**src/rtl/ethc_ram.sv**
```systemverilog
// Generic simple dual-port RAM with registered read.
module ethc_ram #(
   parameter int Width = 8,
   parameter int Depth = 256
) (
   input  logic                     clock,
   input  logic                     wr_en,
   input  logic [$clog2(Depth)-1:0] wr_addr,
   input  logic [Width-1:0]         wr_data,
   input  logic [$clog2(Depth)-1:0] rd_addr,
   output logic [Width-1:0]         rd_data
);
   logic [Width-1:0] mem [Depth];
   logic [Width-1:0] rd_data_ff;

   always_ff @(posedge clock) begin
      if (wr_en) begin
         mem[wr_addr] <= wr_data;
      end
      rd_data_ff <= mem[rd_addr];
   end

   assign rd_data = rd_data_ff;
endmodule

```
**config.mk**
```make
export PLATFORM = sky130hd
export DESIGN_NAME = ethc_ram
export DESIGN_NICKNAME = d
export VERILOG_FILES = /design/src/rtl/ethc_ram.sv
export SDC_FILE = /design/constraint.sdc
export NUM_CORES = 2
export LEC_CHECK = 0
export BUFFER_PORTS_ARGS = -buffer_cell sky130_fd_sc_hd__buf_2
export CAP_MARGIN = 20
export CORE_MARGIN = 2
export CORE_UTILIZATION = 50
export DETAILED_ROUTE_END_ITERATION = 10
export PLACE_DENSITY_LB_ADDON = 0.3
export SLEW_MARGIN = 15
export SYNTH_ARGS = -nofsm -noshare
export SYNTH_HDL_FRONTEND = slang
export SYNTH_SLANG_ARGS = --single-unit
export TNS_END_PERCENT = 100
```
**constraint.sdc**
```tcl
create_clock -name clock -period 3 [get_ports clock]
set_input_delay 0.9 -clock clock [delete_from_list [all_inputs] [get_ports clock]]
set_output_delay 0.9 -clock clock [all_outputs]
set_load 0.03 [all_outputs]
```
==> reports/qor.yml <==
outcome: "finished clean"
nNetsFinal: 4478
ys_seq_area_frac: 0.775
worstMarginPinSlew_ps: 805
fp.coreArea_um2: 158000
finalMaxSlewViolations: 0
grt_overflow_total: 0
instances_no_fill: 6686
max_freq_ghz: 0.343
globalRouteTotalUtil: 0.244
crit_top_cell: "buf_4"
async_reset_ff_frac: 0
via_count: 41100
clock_tree.root_cell: "clkbuf_16"
grt_pass1_vias: 41000
diodes: 0
final_common_cell: "edfxtp_1"
grt_busiest_layer: "met2"
worst_clock_skew_ps: 42.2
dp_hpwl_um: 127000
cts_buffer_depth: 3
drt-initial-drc-count: 5569
floorplan.die_area_um2: 162000
setup_slack_ps: 81.0
cts_tree: "yes"
fin_tns_setup_ps: 0
drtAntennaViolNets: 0
endpoint_kind: "register"
pin_count: 34
max_stage_delay_ps: 520
critical_path_arrival_ps: 3630
worstPathMaxFanout: 22
post_cts_buffers: 0
dp_cells: 6326
ys_warn_count: 0
initial_core_util: 0.503
place_ws_ps: -1290
drv_cap: 0
peakVddDrop_mv: 0.716
viasPerCell: 6.14
clk_latency_ps: 850
r2r-start: "mem[211][3]$_DFFE_PP_"
crit_slowest_cell: "nor4_1"
clock_sinks: 2056
antenna_found_initial: 4
drt-total-wl_um: 197000
cp_cell_sequence: "buf_8 -> buf_12 -> buf_4 -> nand3b_1 -> buf_4 -> buf_4 -> o22ai_1 -> o21ai_0 -> nand3_1 -> nor4_1 -> buf_4 -> nor4_1"
ys_types: 55
p_per_area_nw_per_um2: 634
gp_congestion: 0.885
reg2reg_depth: 6
area.growth.synth_to_final_pct: 18.1
hp-class: "input pin to register"
leakage_nw: 30.6
required_ps: 3710
synthCells: 3733
path_delay_family: "buffers and inverters"
grt_use_met1: 0.349
layout-drive-gt1-share: 0.328
finalPower_mw: 59.5
period_share: 0.973
die_w_um: 403
wire_per_inst_um: 29.4
grt_first_pass_wirelength_um: 285000
syn_nets: 3759
port-buffer-count: 33
rows: 146
ys_seq_elements: 2056
cp_num_buf_inv: 6
synth-edff-count: 2048
global_route.usage.met2: 0.384
cts.clk_slew.worst_paths_ps: 70
synth.avg_cell_area_um2: 21.3
cts_max_level: 4
worst-path-stages: 12
cts_buffers: 196
crit_end: "rd_data[4]$_DFF_P_"
firstDrtPassIters: 6
setup-violations-final: 0
post-route-min-period_ps: 2920
r2r-end: "rd_data[3]$_DFF_P_"
syn_area_um2: 79600
grt_use_met3: 0.0493
start_kind: "input pin"
rsz0062_at_grt: "false"
ys.flop_type: "edfxtp_1"
drc: 0
worstSetupPathType: "input pin to register"
die_h_um: 403
regToRegSetupSlack_ps: 420
slew_headroom: 0.459
cts_hold_buf: 0
crit_start: "rd_addr[1]"
final_cell_mix: "edfxtp_1 (2,048), buf_4 (638), mux4_2 (454)"
grt_max_degree: 78
hold_viol_final: 0
## final cells by class
class                           count  area, µm²
Timing Repair Buffer              754       6730
Clock buffer                      233       5040
Inverter                            2       7.51
Tap cell                         2072       2590
Multi-Input combinational cell   1442      16500
Sequential cell                  2056      61700
Fill cell                       11100      64300
Clock inverter                    127       1360
## synthesized netlist by cell type, types with 3 or more instances
cell type / number / area [µm²]
o22a_1: 5 / 43.8
edfxtp_1: 2048 / 61500
buf_8: 13 / 195
o32ai_1: 4 / 35.0
nor4_2: 3 / 37.5
mux2i_1: 134 / 1340
buf_6: 21 / 236
nor2_1: 282 / 1060
and2_1: 6 / 37.5
mux4_2: 454 / 10200
a21oi_1: 96 / 480
o221ai_1: 46 / 403
a22oi_1: 133 / 998
buf_1: 22 / 82.6
nand2b_1: 8 / 50.1
o21ai_0: 10 / 50.1
dfxtp_1: 8 / 160
buf_2: 31 / 155
a22o_1: 8 / 70.1
or2_2: 4 / 25.0
buf_12: 8 / 160
clkbuf_1: 111 / 417
nor4_1: 24 / 150
buf_4: 27 / 203
a221oi_1: 13 / 114
nand4_1: 10 / 62.6
nand3_1: 34 / 170
o22ai_1: 28 / 175
o211ai_1: 10 / 75.1
nor2b_1: 31 / 194
nor3_1: 22 / 110
a211oi_1: 16 / 120
nand2_1: 33 / 124
## worst reg2reg max path, cell delays in order (launching register included)
cell	delay, ps
edfxtp_1	370
mux4_2	500
a22o_1	310
a221oi_1	380
o32ai_1	180
nor3_2	570
nor4_1	120
## registers in the layout, summed over array words and instances, names as in the netlist
signal,cells
rd_data,8
mem,2048
## how the worst min path moves through the flow
stage / startpoint / endpoint / slack (ps) / cells after the start
6_report: wr_data[2] / mem[209][2]$_DFFE_PP_ / 440 / 1
5_1_grt: wr_data[2] / mem[210][2]$_DFFE_PP_ / 410 / 1
4_1_cts: wr_data[2] / mem[209][2]$_DFFE_PP_ / 380 / 1
3_5_place_dp: mem[41][3]$_DFFE_PP_ / rd_data[3]$_DFF_P_ / 990 / 7
3_3_place_gp: mem[33][5]$_DFFE_PP_ / rd_data[5]$_DFF_P_ / 980 / 7
2_1_floorplan: mem[40][3]$_DFFE_PP_ / rd_data[3]$_DFF_P_ / 770 / 6
## stage by stage
stage	hold slack, ps	utilization	instance area (µm²)
after floorplan	770	-	79600
after global placement	984	0.553	87500
after detailed placement	987	0.553	87500
after CTS	385	0.594	93900
after global routing	409	0.594	93900
final	443	0.594	93900
## per-layer routing
layer / wire length (µm) / part of all wire / up-vias
met3: 18400 / 0.094 / 321
met1: 78600 / 0.40 / 21500
li1: - / - / 17100
met2: 94200 / 0.48 / 2061
met4: 5490 / 0.028 / 6
met5: 41 / 0.00021 / -
## power breakdown
group / switching, mW / internal, mW / total, mW / leakage, nW
clock network: 10.6 / 13.8 / 24.5 / 3.11
registers: 0.0677 / 31.7 / 31.7 / 18.5
logic: 1.99 / 1.38 / 3.37 / 8.99
total: 12.7 / 46.8 / 59.5 / 30.6
## what timing repair did
item	in CTS	in global routing
endpoints found under the setup margin	3	2
resized for setup	5	2
endpoints found under the hold margin	0	0
gates cloned	0	0
## cell families after synthesis
kind of cell           Yosys count  share of synthesized area
AOI/OAI and AO/OA              385                     0.0342
buffers and inverters          235                     0.0183
DFF                           2056                      0.775
muxes                          591                      0.146
and+or+nand+nor                466                     0.0263
(Power assumes the default switching activity.)
